$ cat src/sv/assert_macros.svh
// Assertion macros shared by the scheduler RTL.
// Each macro samples on i_clk and is disabled while i_rst_n is low.
`ifndef ASSERT_MACROS_SVH
`define ASSERT_MACROS_SVH

`ifndef SYNTHESIS

// Same-cycle implication
`define TSS_ASSERT_IMP(lbl, ante, cons, msg) \
    lbl: assert property (@(posedge i_clk) disable iff (!i_rst_n) (ante) |-> (cons)) \
        else $error(msg);

// Next-cycle implication
`define TSS_ASSERT_NXT(lbl, ante, cons, msg) \
    lbl: assert property (@(posedge i_clk) disable iff (!i_rst_n) (ante) |=> (cons)) \
        else $error(msg);

`else

`define TSS_ASSERT_IMP(lbl, ante, cons, msg)

`define TSS_ASSERT_NXT(lbl, ante, cons, msg)

`endif

`endif

$ cat src/sv/tss_pkg.sv
// Types and constants for the TDMA slot scheduler.
// No dependencies; used by tss_cfg, tss_step and tdma_slot_scheduler.
`default_nettype none

package tss_pkg;

    // Event kinds carried in the input tuser
    typedef logic [1:0] t_op;
    localparam t_op OP_SUPERCYCLE = 2'd0;
    localparam t_op OP_MATCH      = 2'd1;
    localparam t_op OP_PACKET     = 2'd2;

    // Radio commands
    typedef logic [1:0] t_cmd;
    localparam t_cmd CMD_NONE  = 2'd0;
    localparam t_cmd CMD_TX    = 2'd1;
    localparam t_cmd CMD_RX    = 2'd2;
    localparam t_cmd CMD_SLEEP = 2'd3;

    // Configuration register indexes
    localparam int unsigned CFG_IDX_W   = 3;
    typedef logic [CFG_IDX_W-1:0] t_cfg_idx;
    localparam t_cfg_idx REG_NODE_ID     = 3'd0;
    localparam t_cfg_idx REG_SLOT_TICKS  = 3'd1;
    localparam t_cfg_idx REG_SLOT_COUNT  = 3'd2;
    localparam t_cfg_idx REG_CYCLE_COUNT = 3'd3;
    localparam t_cfg_idx REG_KEEP_CYCLES = 3'd4;

    // Reset values of the registers and of the products derived from them
    localparam logic [7:0]  RST_NODE_ID     = 8'd0;
    localparam logic [15:0] RST_SLOT_TICKS  = 16'd100;
    localparam logic [7:0]  RST_SLOT_COUNT  = 8'd4;
    localparam logic [7:0]  RST_CYCLE_COUNT = 8'd4;
    localparam logic [15:0] RST_KEEP_CYCLES = 16'd10;
    localparam logic [15:0] RST_SCCC        = 16'd16;
    localparam logic [15:0] RST_NID_TICKS   = 16'd0;
    localparam logic [23:0] RST_SPAN_TICKS  = 24'd300;
    localparam logic [23:0] RST_SC_TICKS    = 24'd400;
    localparam logic [31:0] RST_TOTAL_TICKS = 32'd1600;

    // Air delay added to a received packet time
    localparam logic [15:0] PKT_DELAY_TICKS = 16'd27;

    // Configuration as seen by the event logic
    typedef struct packed {
        logic [7:0]  node_id;
        logic [15:0] slot_ticks;
        logic [15:0] keep_cycles;
        logic [15:0] nid_ticks;    // slot_ticks * node_id, low bits
        logic [23:0] span_ticks;   // slot_ticks * (slot_count - 1)
        logic [23:0] sc_ticks;     // slot_ticks * slot_count
        logic [31:0] total_ticks;  // slot_ticks * slot_count * cycle_count
    } t_cfg;

    typedef struct packed {
        t_op         op;
        logic [15:0] tick;
        logic [7:0]  pkt_sender;
        logic [7:0]  pkt_source;
        logic [15:0] pkt_time;
    } t_item;

    typedef struct packed {
        t_cmd        command;
        logic        compare_write;
        logic [15:0] compare_value;
        logic        counter_write;
        logic [15:0] counter_value;
        logic [7:0]  source_id;
    } t_result;

endpackage

`default_nettype wire

$ cat src/sv/tss_cfg.sv
// Configuration registers of the slot scheduler and the slot products derived from them.
// Depends on tss_pkg.
`default_nettype none

module tss_cfg (
    input  wire logic                  i_clk,
    input  wire logic                  i_rst_n,
    input  wire logic                  i_cfg_we,
    input  wire tss_pkg::t_cfg_idx     i_cfg_idx,
    input  wire logic [15:0]           i_cfg_data,
    output tss_pkg::t_cfg              o_cfg
);
    import tss_pkg::*;

    logic [7:0]  r_node_id,     n_node_id;
    logic [15:0] r_slot_ticks,  n_slot_ticks;
    logic [7:0]  r_slot_count,  n_slot_count;
    logic [7:0]  r_cycle_count, n_cycle_count;
    logic [15:0] r_keep_cycles, n_keep_cycles;
    logic [15:0] r_sccc;
    logic [15:0] r_nid_ticks;
    logic [23:0] r_span_ticks;
    logic [23:0] r_sc_ticks;
    logic [31:0] r_total_ticks;
    logic [7:0]  w_span;
    logic [23:0] w_nid_prod;

    // Decode the write port
    always_comb begin
        n_node_id     = r_node_id;
        n_slot_ticks  = r_slot_ticks;
        n_slot_count  = r_slot_count;
        n_cycle_count = r_cycle_count;
        n_keep_cycles = r_keep_cycles;
        if (i_cfg_we) begin
            case (i_cfg_idx)
                REG_NODE_ID:     n_node_id     = i_cfg_data[7:0];
                REG_SLOT_TICKS:  n_slot_ticks  = i_cfg_data;
                REG_SLOT_COUNT:  n_slot_count  = i_cfg_data[7:0];
                REG_CYCLE_COUNT: n_cycle_count = i_cfg_data[7:0];
                REG_KEEP_CYCLES: n_keep_cycles = i_cfg_data;
                default: ;
            endcase
        end
    end

    // Slots after the transmit slot; a zero slot count gives zero
    assign w_span     = (r_slot_count == 8'd0) ? 8'd0 : r_slot_count - 8'd1;
    assign w_nid_prod = r_slot_ticks * r_node_id;

    // Hold registers; refresh products one multiply per register
    always_ff @(posedge i_clk) begin
        if (!i_rst_n) begin
            r_node_id     <= RST_NODE_ID;
            r_slot_ticks  <= RST_SLOT_TICKS;
            r_slot_count  <= RST_SLOT_COUNT;
            r_cycle_count <= RST_CYCLE_COUNT;
            r_keep_cycles <= RST_KEEP_CYCLES;
            r_sccc        <= RST_SCCC;
            r_nid_ticks   <= RST_NID_TICKS;
            r_span_ticks  <= RST_SPAN_TICKS;
            r_sc_ticks    <= RST_SC_TICKS;
            r_total_ticks <= RST_TOTAL_TICKS;
        end else begin
            r_node_id     <= n_node_id;
            r_slot_ticks  <= n_slot_ticks;
            r_slot_count  <= n_slot_count;
            r_cycle_count <= n_cycle_count;
            r_keep_cycles <= n_keep_cycles;
            r_sccc        <= n_slot_count * n_cycle_count;
            r_nid_ticks   <= w_nid_prod[15:0];
            r_span_ticks  <= r_slot_ticks * w_span;
            r_sc_ticks    <= r_slot_ticks * r_slot_count;
            r_total_ticks <= r_slot_ticks * r_sccc;
        end
    end

    assign o_cfg.node_id     = r_node_id;
    assign o_cfg.slot_ticks  = r_slot_ticks;
    assign o_cfg.keep_cycles = r_keep_cycles;
    assign o_cfg.nid_ticks   = r_nid_ticks;
    assign o_cfg.span_ticks  = r_span_ticks;
    assign o_cfg.sc_ticks    = r_sc_ticks;
    assign o_cfg.total_ticks = r_total_ticks;

endmodule

`default_nettype wire

$ cat src/sv/tss_step.sv
// Event logic of the slot scheduler: slot state, time-source election and result fields.
// Depends on tss_pkg and assert_macros.svh.
`default_nettype none
`include "assert_macros.svh"

module tss_step (
    input  wire logic              i_clk,
    input  wire logic              i_rst_n,
    input  wire logic              i_advance,
    input  wire tss_pkg::t_cfg     i_cfg,
    input  wire tss_pkg::t_item    i_item,
    output tss_pkg::t_result       o_result
);
    import tss_pkg::*;

    logic        r_in_tx_slot,     n_in_tx_slot;
    logic [7:0]  r_time_source,    n_time_source;
    logic [15:0] r_source_timeout, n_source_timeout;
    logic [24:0] w_next;
    logic [25:0] w_next_end;
    logic        w_adopt;

    // End-of-slot compare, kept exact
    assign w_next     = {9'd0, i_item.tick} + {1'b0, i_cfg.span_ticks};
    assign w_next_end = {1'b0, w_next} + {10'd0, i_cfg.slot_ticks};

    // Election: lower source wins, tie goes to a lower sender than this node
    assign w_adopt = (i_item.pkt_source < r_time_source)
                  || ((i_item.pkt_source == r_time_source)
                      && (i_item.pkt_sender < i_cfg.node_id));

    always_comb begin
        n_in_tx_slot           = r_in_tx_slot;
        n_time_source          = r_time_source;
        n_source_timeout       = r_source_timeout;
        o_result.command       = CMD_NONE;
        o_result.compare_write = 1'b0;
        o_result.compare_value = 16'd0;
        o_result.counter_write = 1'b0;
        o_result.counter_value = 16'd0;
        case (i_item.op)
            OP_SUPERCYCLE: begin
                o_result.compare_write = 1'b1;
                if (i_cfg.node_id == 8'd0) begin
                    n_in_tx_slot           = 1'b1;
                    o_result.command       = CMD_TX;
                    o_result.compare_value = i_cfg.slot_ticks;
                end else begin
                    o_result.compare_value = i_cfg.nid_ticks;
                end
                // Age the foreign source, fall back to self when expired
                if (r_source_timeout != 16'd0) begin
                    n_source_timeout = r_source_timeout - 16'd1;
                end else begin
                    n_time_source = i_cfg.node_id;
                end
            end
            OP_MATCH: begin
                if (r_in_tx_slot) begin
                    n_in_tx_slot = 1'b0;
                    if ({6'd0, w_next_end} < i_cfg.total_ticks) begin
                        o_result.compare_write = 1'b1;
                        o_result.compare_value = w_next[15:0];
                    end
                    o_result.command = ({8'd0, i_item.tick} < i_cfg.sc_ticks) ?
                                       CMD_RX : CMD_SLEEP;
                end else begin
                    n_in_tx_slot           = 1'b1;
                    o_result.compare_write = 1'b1;
                    o_result.compare_value = i_item.tick + i_cfg.slot_ticks;
                    o_result.command       = CMD_TX;
                end
            end
            OP_PACKET: begin
                if (w_adopt) begin
                    o_result.counter_write = 1'b1;
                    o_result.counter_value = i_item.pkt_time + PKT_DELAY_TICKS;
                    n_time_source          = i_item.pkt_sender;
                    n_source_timeout       = i_cfg.keep_cycles;
                end
            end
            default: ;
        endcase
        o_result.source_id = n_time_source;
    end

    // Commit state when the event moves to the result register
    always_ff @(posedge i_clk) begin
        if (!i_rst_n) begin
            r_in_tx_slot     <= 1'b0;
            r_time_source    <= 8'd0;
            r_source_timeout <= 16'd0;
        end else if (i_advance) begin
            r_in_tx_slot     <= n_in_tx_slot;
            r_time_source    <= n_time_source;
            r_source_timeout <= n_source_timeout;
        end
    end

    `TSS_ASSERT_NXT(a_adopt_arms_timeout, i_advance && (i_item.op == OP_PACKET) && w_adopt,
        r_source_timeout == $past(i_cfg.keep_cycles), "adopted packet did not arm timeout")
    `TSS_ASSERT_NXT(a_match_toggles_slot, i_advance && (i_item.op == OP_MATCH),
        r_in_tx_slot != $past(r_in_tx_slot), "compare match did not toggle slot state")
    `TSS_ASSERT_NXT(a_state_holds, !i_advance,
        $stable(r_time_source) && $stable(r_source_timeout) && $stable(r_in_tx_slot),
        "scheduler state changed without an event")

endmodule

`default_nettype wire

$ cat src/sv/tdma_slot_scheduler.sv
// Top level of the TDMA slot scheduler: stream ports, input and result registers.
// Depends on tss_pkg, tss_cfg, tss_step and assert_macros.svh.
`default_nettype none
`include "assert_macros.svh"

// Takes one event beat per clock while the result side keeps taking result beats, and
// returns one result beat per event, in order. An event passes an input register
// and then a result register; it waits in the input register while the result
// register is full and not drained, so a full pipeline keeps one beat per cycle
// flowing as long as the result side takes them. The state update for an event
// happens as it moves into the result register, so consecutive events see each
// other's effect. Slot products (slot_ticks times node_id, slot count and cycle
// count) are recomputed in the cycle after a configuration write and are in place
// for any beat accepted from the next clock edge on.
module tdma_slot_scheduler (
    input  wire logic                  i_clk,
    input  wire logic                  i_rst_n,
    // configuration write port
    input  wire logic                  i_cfg_we,
    input  wire tss_pkg::t_cfg_idx     i_cfg_idx,
    input  wire logic [15:0]           i_cfg_data,
    // event stream
    input  wire logic                  i_s_axis_tvalid,
    output logic                       o_s_axis_tready,
    // [15:0] tick, [23:16] pkt_sender, [31:24] pkt_source, [47:32] pkt_time
    input  wire logic [47:0]           i_s_axis_tdata,
    // [1:0] operation
    input  wire logic [1:0]            i_s_axis_tuser,
    // result stream
    output logic                       o_m_axis_tvalid,
    input  wire logic                  i_m_axis_tready,
    // [1:0] command, [2] compare_write, [18:3] compare_value, [19] counter_write,
    // [35:20] counter_value, [43:36] source_id, [47:44] zero
    output logic [47:0]                o_m_axis_tdata
);
    import tss_pkg::*;

    logic    r_in_valid;
    t_item   r_item;
    logic    r_out_valid;
    t_result r_result;
    t_result w_result;
    t_cfg    w_cfg;
    logic    w_advance;
    logic    w_in_fire;

    tss_cfg u_cfg (
        .i_clk      (i_clk),
        .i_rst_n    (i_rst_n),
        .i_cfg_we   (i_cfg_we),
        .i_cfg_idx  (i_cfg_idx),
        .i_cfg_data (i_cfg_data),
        .o_cfg      (w_cfg)
    );

    tss_step u_step (
        .i_clk     (i_clk),
        .i_rst_n   (i_rst_n),
        .i_advance (w_advance),
        .i_cfg     (w_cfg),
        .i_item    (r_item),
        .o_result  (w_result)
    );

    // Move an event on when the result register is free or being drained
    assign w_advance       = r_in_valid && (!r_out_valid || i_m_axis_tready);
    assign o_s_axis_tready = !r_in_valid || w_advance;
    assign w_in_fire       = i_s_axis_tvalid && o_s_axis_tready;

    // Input register
    always_ff @(posedge i_clk) begin
        if (!i_rst_n) begin
            r_in_valid <= 1'b0;
        end else if (o_s_axis_tready) begin
            r_in_valid <= i_s_axis_tvalid;
        end
    end

    always_ff @(posedge i_clk) begin
        if (w_in_fire) begin
            r_item.op         <= i_s_axis_tuser;
            r_item.tick       <= i_s_axis_tdata[15:0];
            r_item.pkt_sender <= i_s_axis_tdata[23:16];
            r_item.pkt_source <= i_s_axis_tdata[31:24];
            r_item.pkt_time   <= i_s_axis_tdata[47:32];
        end
    end

    // Result register
    always_ff @(posedge i_clk) begin
        if (!i_rst_n) begin
            r_out_valid <= 1'b0;
        end else if (w_advance) begin
            r_out_valid <= 1'b1;
        end else if (i_m_axis_tready) begin
            r_out_valid <= 1'b0;
        end
    end

    always_ff @(posedge i_clk) begin
        if (w_advance) begin
            r_result <= w_result;
        end
    end

    assign o_m_axis_tvalid = r_out_valid;
    assign o_m_axis_tdata  = {4'd0, r_result.source_id, r_result.counter_value,
                              r_result.counter_write, r_result.compare_value,
                              r_result.compare_write, r_result.command};

    `TSS_ASSERT_IMP(a_stall_means_full, !o_s_axis_tready, r_in_valid && r_out_valid,
        "input stalled without a full pipeline")
    `TSS_ASSERT_NXT(a_result_kept, r_out_valid && !i_m_axis_tready, r_out_valid,
        "result dropped while stalled")
    `TSS_ASSERT_NXT(a_event_lands, w_advance, r_out_valid,
        "event advanced but no result registered")

endmodule

`default_nettype wire

$ cat config.mk
export PLATFORM = sky130hd
export DESIGN_NAME = tdma_slot_scheduler
export DESIGN_NICKNAME = d
export VERILOG_FILES = /design/src/sv/tss_pkg.sv /design/src/sv/tss_cfg.sv /design/src/sv/tss_step.sv /design/src/sv/tdma_slot_scheduler.sv
export VERILOG_INCLUDE_DIRS = /design/src /design/src/sv
export SDC_FILE = /design/constraint.sdc
export NUM_CORES = 2
export LEC_CHECK = 0
export BUFFER_PORTS_ARGS = -buffer_cell sky130_fd_sc_hd__buf_2
export CORE_UTILIZATION = 55
export CTS_CLUSTER_DIAMETER = 100
export DETAILED_ROUTE_END_ITERATION = 8
export PLACE_DENSITY = 0.81
export SLEW_MARGIN = 15
export SYNTH_ARGS = -nofsm -noshare
export SYNTH_HDL_FRONTEND = slang
export SYNTH_HIERARCHICAL = 1
export SYNTH_SLANG_ARGS = --single-unit
$ cat constraint.sdc
create_clock -name i_clk -period 8.7 [get_ports i_clk]
set_input_delay 1.305 -clock i_clk [delete_from_list [all_inputs] [get_ports i_clk]]
set_output_delay 1.305 -clock i_clk [all_outputs]
set_load 0.01 [all_outputs]
==> results.py <==
metrics = {
    "route": {
        "dr.pass1.iters": 8,
        "drt-total-wl_um": 92000,
        "avgViaCountPerCell": 5.78,
        "drtIter0Drc": 2755,
        "drcViolationCount": 0,
        "drtAntennaViolNets": 0,
        "vias": 28500,
        "wl_per_cell_um": 18.7,
    },
    "clocking": {
        "cts_root_buffer": "clkbuf_16",
        "htreeDepth": 2,
        "cts_resized": 0,
        "post_cts_buffers": 0,
        "cts_buffers": 36,
        "hold_buffers": 0,
        "clock_latency_ps": 560,
        "cts_sinks": 289,
        "clk_pin_slew_ps": 60,
        "clockBufferDepth": 3,
        "cts_tree": "built",
    },
    "timing": {
        "maxSlewHeadroom_pct": 26.1,
        "fin_skew_ps": 24.3,
        "fin_crit_sh_pct": 81.2,
        "fin_hold_ws_ps": 456,
        "rsz0062_at_grt": "no",
        "min_period_ps": 7070,
        "hold_violations": 0,
        "setup_viol": 0,
        "finalMaxSlewViolations": 0,
        "tns_ps": 0,
        "worst_pin_slew_ps": 1100,
        "fmax_mhz": 142,
    },
    "global_routing": {
        "overflow": 0,
        "grt_pass1_wl_um": 148000,
        "grt_max_degree": 89,
        "antenna_found_initial": 1,
        "grt_use_total_pct": 27.8,
        "use_met3_pct": 4.25,
        "grt_util_met1_pct": 37.3,
        "top_usage_layer": "met2",
        "grt_pass1_vias": 28400,
        "met2_usage_pct": 45.4,
    },
    "die": {
        "start_util_pct": 55.6,
        "dieArea_um2": 66100,
        "row_count": 93,
        "die_height_um": 257,
        "die_x_um": 257,
        "core_area_um2": 64300,
        "ios": 124,
    },
    "synth": {
        "synth_edf_count": 94,
        "ys_warn_count": 6,
        "synth_top_family_by_area": "adder cells",
        "syn_area_per_cell_um2": 8.91,
        "synth_commonest_cells": "659 x inv_1, 511 x nand2_1, 461 x fa_1",
        "synthSimpleGateAreaFrac_pct": 18.5,
        "ys_async_sr_fraction_pct": 0,
        "ys_ff_latch": 289,
        "synth.most_common_cell": "inv_1",
        "synth_mux_area_share_pct": 1.33,
        "synth_xor_area_share_pct": 3.48,
        "synth_top_area_share_pct": 25.8,
        "synth_seq_area_share_pct": 18.8,
        "synth_adder_area_share_pct": 38.3,
        "syn_area_um2": 35800,
        "yosys-top-cells-area": "fa_1 26%, ha_1 13%, dfxtp_1 11%",
        "yosys.area.top_type": "fa_1",
        "synth_ff_type": "dfxtp_1",
        "synth_compound_area_share_pct": 10.7,
        "synthCells": 4014,
        "ys_types": 95,
    },
    "critical_path": {
        "crit_path_start_kind": "register",
        "crit_arrival_ps": 7490,
        "crit_path_end_kind": "register",
        "critical_path_class": "register to register",
        "path_max_fanout": 14,
        "crit_required_ps": 9120,
    },
    "place": {
        "io_buffers": 119,
        "place.gp.congestion": 0.942,
        "dp_hpwl_um": 68300,
    },
    "min_path": {
        "hold_path_class": "register to register",
    },
    "pwr": {
        "power.share.combinational_pct": 25.8,
        "swShare_pct": 32.3,
        "p_int_uw": 2810,
        "clockPowerShare_pct": 37.5,
        "p_seq_share_pct": 36.7,
        "p_per_area_nw_per_um2": 108,
        "leakagePower_uw": 0.0188,
        "power_switching_uw": 1340,
        "vdd_drop_max_v": 0.000102,
    },
    "cells_and_area": {
        "nFillCells": 5376,
        "drive_gt1_share_pct": 6.60,
        "area_growth_pct": 7.20,
        "fin_nets": 4943,
    },
    "outcome": {
        "status": "complete, no violations",
    },
    "run": {
        "drv_cap": 0,
    },
}
placed cells by master (no fill, tap or decap), types with 94 or more instances in the layout:
cell        n
edfxtp_1   94
fa_1      461
inv_1     659
buf_2     118
nand2_1   511
ha_1      358
dfxtp_1   193
nor2_1    163
and2_1    398
a21oi_1   145
power by group through the flow:
stage | combinational, uW | clock (uW) | sequential [uW]
2_1_floorplan | 781 | 0 | 1520
3_3_place_gp | 1000 | 0 | 1550
3_5_place_dp | 1040 | 0 | 1550
4_1_cts | 1050 | 1570 | 1520
5_1_grt | 1180 | 1620 | 1530
6_report | 1070 | 1560 | 1520
flip-flops by register name (all words and copies together), names as in the netlist, 8 cells and up:
signal and cells:
u_cfg/r_total_ticks 32, u_cfg/r_slot_count 8, u_cfg/r_keep_cycles 16, u_cfg/r_sc_ticks 24
o_m_axis_tdata 44, u_step/r_time_source 8, r_item 50, u_cfg/r_cycle_count 8
u_step/r_source_timeout 16, u_cfg/r_nid_ticks 16, u_cfg/r_span_ticks 24, u_cfg/r_sccc 16
u_cfg/r_slot_ticks 16, u_cfg/r_node_id 8
logic make-up after synthesis:
| logic type | after synthesis |
|---|---|
| flip-flops | 289 |
| adder cells (fa/ha/maj) | 820 |
| multiplexers | 46 |
| XOR/XNOR | 142 |
| buffers and inverters | 831 |
| other | 2 |
| AO/OA/AOI/OAI | 553 |
| AND/OR/NAND/NOR | 1331 |
routing by layer:
metal  up-vias  share of wire (%)
met4         0                3.8
met3       262                8.7
met1     13900                 41
met5         -                  0
met2      1381                 46
li1      13000                  -
worst paths after layout:
path / from / endpoint / slack (ps) / depth (start not counted)
setup / recovery: r_item[32]$_DFFE_PP_ / o_m_axis_tdata[10]$_DFFE_PP_ / 1630 / 27
hold / removal: u_cfg/r_keep_cycles[14]$_SDFFE_PN0P_ / u_cfg/r_keep_cycles[14]$_SDFFE_PN0P_ / 460 / 2
setup reg to reg: r_item[32]$_DFFE_PP_ / o_m_axis_tdata[10]$_DFFE_PP_ / 1630 / 27
hold reg to reg: u_cfg/r_keep_cycles[14]$_SDFFE_PN0P_ / u_cfg/r_keep_cycles[14]$_SDFFE_PN0P_ / 460 / 2
stage by stage:
| step | instance area (um^2) | worst slack, ps | std cells | total power, uW | util (%) |
|---|---|---|---|---|---|
| after floorplan | 35800 | 2440 | 4017 | 2300 | - |
| after global placement | 37200 | 1910 | 4867 | 2550 | 57.8 |
| after detailed placement | 37200 | 1760 | 4867 | 2590 | 57.8 |
| after CTS | 38400 | 1770 | 4929 | 4140 | 59.6 |
| after global routing | 38400 | 1180 | 4930 | 4320 | 59.6 |
| final | 38400 | 1630 | 4930 | 4150 | 59.6 |
critical path, stage by stage (launching register included):
cell and delay [ps]:
edfxtp_1 360, ha_1 200, inv_1 60, fa_1 400, nor2b_1 160, o31a_2 180, o21ai_0 100, nand2b_1 120
a21oi_1 70, o21ai_0 190, xor2_1 320, ha_1 330, o211ai_1 140, a31oi_1 90, o21ai_0 260, o221ai_1 270
a221oi_1 670, o31ai_1 160, xor2_1 170, ha_1 300, a21o_1 160, a21o_1 170, a21oi_1 140, nor2b_1 60
o21a_1 160, o31ai_1 730, and3_1 690, a221o_1 270
cell type report:
| class | count | area (um^2) | area share [%] |
|---|---|---|---|
| Inverter | 661 | 2480 | 6.47 |
| Tap cell | 855 | 1070 | 2.79 |
| Clock buffer | 44 | 951 | 2.48 |
| Multi-Input combinational cell | 2897 | 25900 | 67.6 |
| Antenna cell | 1 | 2.50 | 0.00652 |
| Timing Repair Buffer | 165 | 943 | 2.46 |
| Clock inverter | 18 | 244 | 0.636 |
| Sequential cell | 289 | 6730 | 17.5 |
Note: power is estimated with default switching activity, not from simulation.
